## config.mk

```make
export PLATFORM = sky130hd
export DESIGN_NAME = lrdf_ram
export DESIGN_NICKNAME = d
export VERILOG_FILES = /design/src/sv/assert_macros.svh /design/src/sv/lrdf_ram.sv
export SDC_FILE = /design/constraint.sdc
export NUM_CORES = 1
export LEC_CHECK = 0
export BUFFER_PORTS_ARGS = -buffer_cell sky130_fd_sc_hd__buf_4
export CAP_MARGIN = 20
export CORE_MARGIN = 4
export CORE_UTILIZATION = 50
export DETAILED_ROUTE_END_ITERATION = 8
export GPL_TIMING_DRIVEN = 1
export HOLD_SLACK_MARGIN = 0.02
export PLACE_DENSITY = 0.78
export SYNTH_ARGS = -nofsm -noshare
export SYNTH_HDL_FRONTEND = slang
export SYNTH_SLANG_ARGS = --single-unit
```

## constraint.sdc

```tcl
create_clock -name clk_i -period 2.5 [get_ports clk_i]
set_clock_uncertainty 0.1 [all_clocks]
set_input_delay 0.125 -clock clk_i [delete_from_list [all_inputs] [get_ports clk_i]]
set_output_delay 0.125 -clock clk_i [all_outputs]
set_load 0.005 [all_outputs]
```

## src/sv/assert_macros.svh

```systemverilog
// Assertion helper macros for the RTL of the range-delete filter.
// Empty bodies for synthesis; checks use clk_i and rst_ni of the including module.
`ifndef ASSERT_MACROS_SVH
`define ASSERT_MACROS_SVH
`ifndef SYNTHESIS
`define ASSERT_CHK(lbl, prop, msg) \
  lbl: assert property (@(posedge clk_i) disable iff (!rst_ni) prop) else $error(msg);
`define ASSERT_NEVER(lbl, cond, msg) \
  lbl: assert property (@(posedge clk_i) disable iff (!rst_ni) !(cond)) else $error(msg);
`else
`define ASSERT_CHK(lbl, prop, msg)
`define ASSERT_NEVER(lbl, cond, msg)
`endif
`endif

```

## src/sv/lrdf_ram.sv

```systemverilog
// Generic simple dual-port RAM: one write port, one read port, registered read.
// No dependencies.
module lrdf_ram #(
  parameter int Width = 8,
  parameter int Depth = 16
) (
  input  logic                     clk_i,
  input  logic                     we_i,
  input  logic [$clog2(Depth)-1:0] waddr_i,
  input  logic [Width-1:0]         wdata_i,
  input  logic [$clog2(Depth)-1:0] raddr_i,
  output logic [Width-1:0]         rdata_o
);

  logic [Width-1:0] mem_q [Depth];

  always_ff @(posedge clk_i) begin
    if (we_i) begin
      mem_q[waddr_i] <= wdata_i;
    end
    rdata_o <= mem_q[raddr_i];
  end

endmodule

```

==> results of run 1 <==
worst max path at each step:
stage                          start           to  slack (ns)  cells after the start
after detailed placement  waddr_i[2]  mem_q[2][5]        0.57                      3
after global routing      waddr_i[0]  mem_q[2][1]        0.80                      4
after global placement    waddr_i[2]  mem_q[2][5]        0.62                      3
final                     waddr_i[0]  mem_q[2][1]        0.87                      4
after CTS                 waddr_i[0]  mem_q[2][1]        0.85                      4
after floorplan           waddr_i[2]  mem_q[0][0]        0.78                      2
per-stage QoR:
stage	worst slack, ns	util (%)	cell area (µm²)	hold WS (ns)
floorplan	0.782	-	5150	0.124
global placement	0.622	55.8	5530	0.329
detailed placement	0.572	55.8	5530	0.344
CTS	0.846	62.1	6150	0.0205
global route	0.800	62.1	6150	0.0315
finish	0.873	62.1	6150	0.0426
layer usage:
| layer | routed length, µm | up-vias | global-route usage [%] |
|---|---|---|---|
| li1 | - | 1089 | - |
| met1 | 4030 | 1267 | 24.9 |
| met2 | 4690 | 95 | 28.0 |
| met3 | 626 | 12 | 4.35 |
| met4 | 127 | 0 | 7.66 |
| met5 | 0 | - | 0 |
flip-flops by register name, summed over array words and instances (netlist names):
| signal | flops |
|---|---|
| mem_q | 128 |
| rdata_o | 8 |
power by group through the flow:
stage	Clock (µW)	Sequential, µW	Combinational (µW)
CTS	2210	2570	258
detailed placement	0	2610	245
global placement	0	2610	235
finish	2170	2570	254
floorplan	0	2610	129
global route	2350	2570	277
placed cells by master, fill, tap and decap left out, types with 2 or more instances in the layout:
cell           Yosys  final
a22oi_1           16     16
buf_4              1     38
clkbuf_1           0      2
clkbuf_16          0     16
clkinv_2           0      5
clkinv_4           0      2
clkinvlp_4         0      5
dfxtp_1            8      8
dlygate4sd3_1      0      9
edfxtp_1         128    128
mux4_1            14     14
mux4_2            18     18
nand2_1            9      9
nand2b_1           2      2
nand3b_1           2      2
nor2_1            13     13
nor3_1             4      4
layout make-up:
class / count / area (µm²)
clock inverter: 13 / 110
clock buffer: 19 / 422
sequential: 136 / 4000
tap: 133 / 166
timing repair buffer: 48 / 395
fill: 675 / 3750
multi-input combinational: 83 / 1060
worst min-delay path, stage by stage:
cell and delay, ns:
buf_4 0.12, nor3_1 0.06, buf_4 0.17
cells by family (layout without fill, tap and decap cells):
logic type             after synthesis  in the layout  share of synthesized area, %
AO/OA/AOI/OAI                       16             16                          2.33
buffers and inverters               10             80                          1.68
flip-flops                         136            136                          77.8
multiplexers                        32             32                          15.0
AND/OR/NAND/NOR                     35             35                          3.18
==> qor.yml, run 1 <==
worstPathCellList: "dlygate4sd3_1, buf_4, nand2b_1, nor2_1"
total_power_uw: 4990
min_period_over_period_pct: 65.1
drive_above_1_share_pct: 29.4
tritoncts: "yes"
insertion_delay_ns: 0.51
first_global_vias: 2604
synth-async-reset-ratio_pct: 0
antenna-diode-count: 0
htree_levels: 4
r2r_setup_slack_ns: 0.97
worst-path-buf-inv: 2
yosysWarningCount: 0
fp-row-count: 36
worst_hold_check_path_type: "in2reg"
cts_sinks: 136
mappedNetlistArea_mm2: 0.00515
post_drt_via_cell_ratio: 5.70
synth_area_leader_cell: "edfxtp_1"
dpl.cell_count: 391
synth.most_common_cell: "edfxtp_1"
cts_hold_repair.buffers: 9
drv.max_cap_violation_count: 0
ant_nets: 0
finish.cell_count_without_fillers: 432
nNetsFinal: 304
finalWeightedCongestion: 0.765
cpLargestDelayFamily: "simple AND/OR/NAND/NOR gates"
synth_cells: 229
detail_route.first_pass.iterations: 4
setup_viol: 0
combPwrFrac_pct: 5.1
fin_setup_tns_ns: 0
synth_enable_flop_cells: 128
outcome: "finished, final reports clean"
maxSlewViolCount: 0
cts_post_setup_buffers_inserted: 0
synth_top_cell_area_share_pct: 74.7
grt_max_degree: 33
final.min_clock_period_ns: 1.63
antenna_found_initial: 0
critPathMaxStageDelay_ns: 0.64
synth_area_leaders: "edfxtp_1 75%, mux4_2 7.9%, mux4_1 7.1%"
path_clk_slew_ns: 0.06
post-route-drc-count: 0
wl_per_cell_um: 22.0
dr_total_vias: 2463
switching_component_of_the_power_uw: 1010
cellLeakagePower_uw: 0.00208
cts-root-buf: "clkbuf_8"
dpl.hpwl_um: 6050
finalHoldViolCount: 0
seq_area_frac_synth_pct: 77.8
required_ns: 2.54
worst_hold_startpoint: "waddr_i[1]"
synthTopCellsByCount: "128 x edfxtp_1, 18 x mux4_2, 16 x a22oi_1"
numCtsBuffers: 17
total_wirelength_of_the_detailed_routed_design_um: 9480
power.share.clock_pct: 43.6
area_delta_synth_final_pct: 19.6
crit_path_start_kind: "input pin"
hold_depth: 3
rr_worst_depth: 3
fp.dieW_um: 109
core_area_mm2: 0.00991
grt_pass1_wl_um: 15000
synth_nets: 247
die_y_um: 109
timing.critical_path.arrival_ns: 1.66
endpoint_of_the_worst_hold_path: "mem_q[0][6]"
drt-initial-drc-count: 225
placement.io_buffers: 25
highest_clock_rate_mhz: 615
ir_drop_mv: 0.684
floorplan.die_area_mm2: 0.0120
synth_seq_cells: 136
powerDensity_mw_per_mm2: 811
worst_r2r_endpoint: "rdata_o[6]"
rsz0062_at_grt: "false"
worst-slew-pin-transition_ns: 0.857
largest_buffer_count_on_any_clock_path: 2
sequentialPowerShare_pct: 51.4
switching_part_of_the_total_pct: 20.3
timing.slew.headroom_pct: 42.7
synthesis.area_per_instance_um2: 22.5
dominantRegCellSynth: "edfxtp_1"
synth_cell_type_count: 19
category_of_the_most_critical_setup_path: "in2reg"
crit_fanout: 8
ioPinCount: 26
start_util_pct: 51.9
internal_power_uw: 3980
crit_path_end_kind: "register"
grt_usage_pct: 18.1
r2r_start: "mem_q[11][6]"
grt-ovfl-total: 0
cts.repair.resized: 0
cpMaxStageDelayCell: "nor2_1"
(Power assumes the default switching activity.)
==> run 2: changes to the inputs <==
Clock period 2.5 ns to 1.7 ns, I/O delays scaled along.
==> qor.yml, run 2 (synthesis results as in run 1) <==
outcome: "finished, final reports clean"
largest_register_ff_count: 128  # unchanged
cts_sinks: 136  # unchanged
post_place_worst_slack_ns: 0.0473  # -0.525 ns
antenna_found_initial: 0  # unchanged
switching_component_of_the_power_uw: 1460  # +44%
min_period_over_period_pct: 95.0
grt_usage_pct: 19.1  # +1.0 points
numCtsBuffers: 17  # unchanged
worst_r2r_endpoint: "rdata_o[7]"
category_of_the_most_critical_setup_path: "in2reg"
power.share.clock_pct: 44.2  # +0.6 points
dpl.hpwl_um: 6260  # +3.5%
critPathMaxStageDelay_ns: 0.58  # -0.06 ns
path_clk_slew_ns: 0.05  # about the same
crit_fanout: 8  # unchanged
drt-initial-drc-count: 253  # +12%
sequentialPowerShare_pct: 50.5  # -0.9 points
r2r_start: "mem_q[3][7]"
fin_setup_tns_ns: 0  # unchanged
fp.dieW_um: 109  # unchanged
post-route-drc-count: 0  # unchanged
maxSlewViolCount: 0  # unchanged
drive_above_1_share_pct: 29.4  # -0.077 points
ioPinCount: 26  # unchanged
nNetsFinal: 315  # +3.6%
grt-ovfl-total: 0  # unchanged
r2r_setup_slack_ns: 0.14  # -0.83 ns
switching_part_of_the_total_pct: 19.5  # -0.78 points
post_drt_via_cell_ratio: 5.67  # -0.58%
dr_total_vias: 2511  # +1.9%
final.min_clock_period_ns: 1.62
first_global_vias: 2623  # +0.73%
htree_levels: 4  # unchanged
area_delta_synth_final_pct: 21.9
crit_path_end_kind: "register"
fp-row-count: 36  # unchanged
grt_pass1_wl_um: 15700  # +4.6%
timing.critical_path.arrival_ns: 1.72  # +0.06 ns
tritoncts: "yes"
biggest_register: "mem_q"
setup_viol: 0  # unchanged
finalHoldViolCount: 0  # unchanged
cpMaxStageDelayCell: "dlygate4sd3_1"
worst_hold_check_path_type: "in2reg"
insertion_delay_ns: 0.51  # about the same
timing.hold.ws_ns: 0.0611  # +0.0185 ns
core_area_mm2: 0.00991  # unchanged
placement.io_buffers: 25  # unchanged
cts-root-buf: "clkbuf_8"
cts_post_setup_buffers_inserted: 0  # unchanged
powerDensity_mw_per_mm2: 1190  # +47%
setup_slack_ns: 0.0849  # -0.788 ns
timing.critical_path.from: "waddr_i[1]"
detail_route.first_pass.iterations: 5  # +1
layout.cells.most_common: "edfxtp_1"
timing.slew.headroom_pct: 73.6  # +31 points
crit_path_start_kind: "input pin"
floorplan.die_area_mm2: 0.0120  # unchanged
total_wirelength_of_the_detailed_routed_design_um: 10100  # +6.8%
finalWeightedCongestion: 0.755  # -1.3%
start_util_pct: 51.9  # unchanged
rr_worst_depth: 3  # unchanged
antenna-diode-count: 0  # unchanged
combPwrFrac_pct: 5.3  # +0.2 points
highest_clock_rate_mhz: 619
total_power_uw: 7470  # +50%
layout.core_utilization_pct: 63.3  # +1.2 points
rsz0062_at_grt: "false"
wl_per_cell_um: 22.9  # +4.1%
ant_nets: 0  # unchanged
largest_buffer_count_on_any_clock_path: 2  # unchanged
ir_drop_mv: 0.728  # +6.5%
cellLeakagePower_uw: 0.00216  # +3.8%
worst_setup_path_endpoint: "mem_q[8][5]"
worstPathCellList: "dlygate4sd3_1, buf_4, nor3_1, dlygate4sd3_1, buf_4"
internal_power_uw: 6010  # +51%
worst-slew-pin-transition_ns: 0.396  # -0.460 ns
die_y_um: 109  # unchanged
reg.largest.list: "mem_q (128), rdata_o (8)"
required_ns: 1.80  # -0.74 ns
grt_max_degree: 26  # -21%
most-common-layout-cells: "128 x edfxtp_1, 44 x buf_4, 18 x mux4_2, 16 x a22oi_1, 16 x clkbuf_16"
drv.max_cap_violation_count: 0  # unchanged
## run 2: cell count changes in the layout (fill, tap and decap cells not counted)
cell and delta:
buf_12 +2, clkinv_4 -1, dlygate4sd3_1 +3, bufinv_16 +1, buf_4 +6, clkbuf_1 +3, clkinv_1 +2, clkinvlp_4 -4
clkinv_2 -1
## run 2: per-layer routing
metal	wire length (µm)	part of all wire [%]	GRT usage, %
met5	0	0	0
met4	41	0.40	5.08
met3	937	9.3	5.23
met2	5100	50	30.0
met1	4040	40	26.8
## run 2: critical path: cells and delay by family
kind | cells | cell delay (ns)
buf+inv | 4 | 1.46
simple gates | 1 | 0.16
## run 2: worst min-delay path by stage
stage	slack, ns	startpoint	to	cells after the start
2_1_floorplan	0.08	wdata_i[0]	mem_q[0][0]	0
5_1_grt	0.07	raddr_i[3]	rdata_o[0]	5
6_report	0.06	raddr_i[3]	rdata_o[5]	5
4_1_cts	0.03	raddr_i[3]	rdata_o[5]	5
3_5_place_dp	0.29	wdata_i[0]	mem_q[15][0]	1
3_3_place_gp	0.29	wdata_i[2]	mem_q[9][2]	1
## run 2: power by group through the flow
stage / clock [µW] / sequential, µW / combinational [µW]
2_1_floorplan: 0 / 3840 / 190
3_3_place_gp: 0 / 3840 / 364
3_5_place_dp: 0 / 3850 / 375
4_1_cts: 3370 / 3780 / 400
5_1_grt: 3530 / 3780 / 427
6_report: 3300 / 3780 / 394
## run 2: area by class of cell
class | count | area [µm²]
timing repair buffer | 59 | 510
clock buffer | 22 | 433
sequential | 136 | 4000
tap | 133 | 166
clock inverter | 10 | 104
multi-input combinational | 83 | 1060
fill | 665 | 3630
## run 2: what timing repair did
item / 4_1_cts / 5_1_grt
endpoints found under the hold margin: 162 / 0
hold buffers: 12 / 0
resized for setup: 0 / 0
## run 2: metrics by stage
step	area (µm²)	cells
floorplan	5150	229
global placement	5620	399
detailed placement	5620	399
CTS	6270	443
global route	6270	443
finish	6270	443
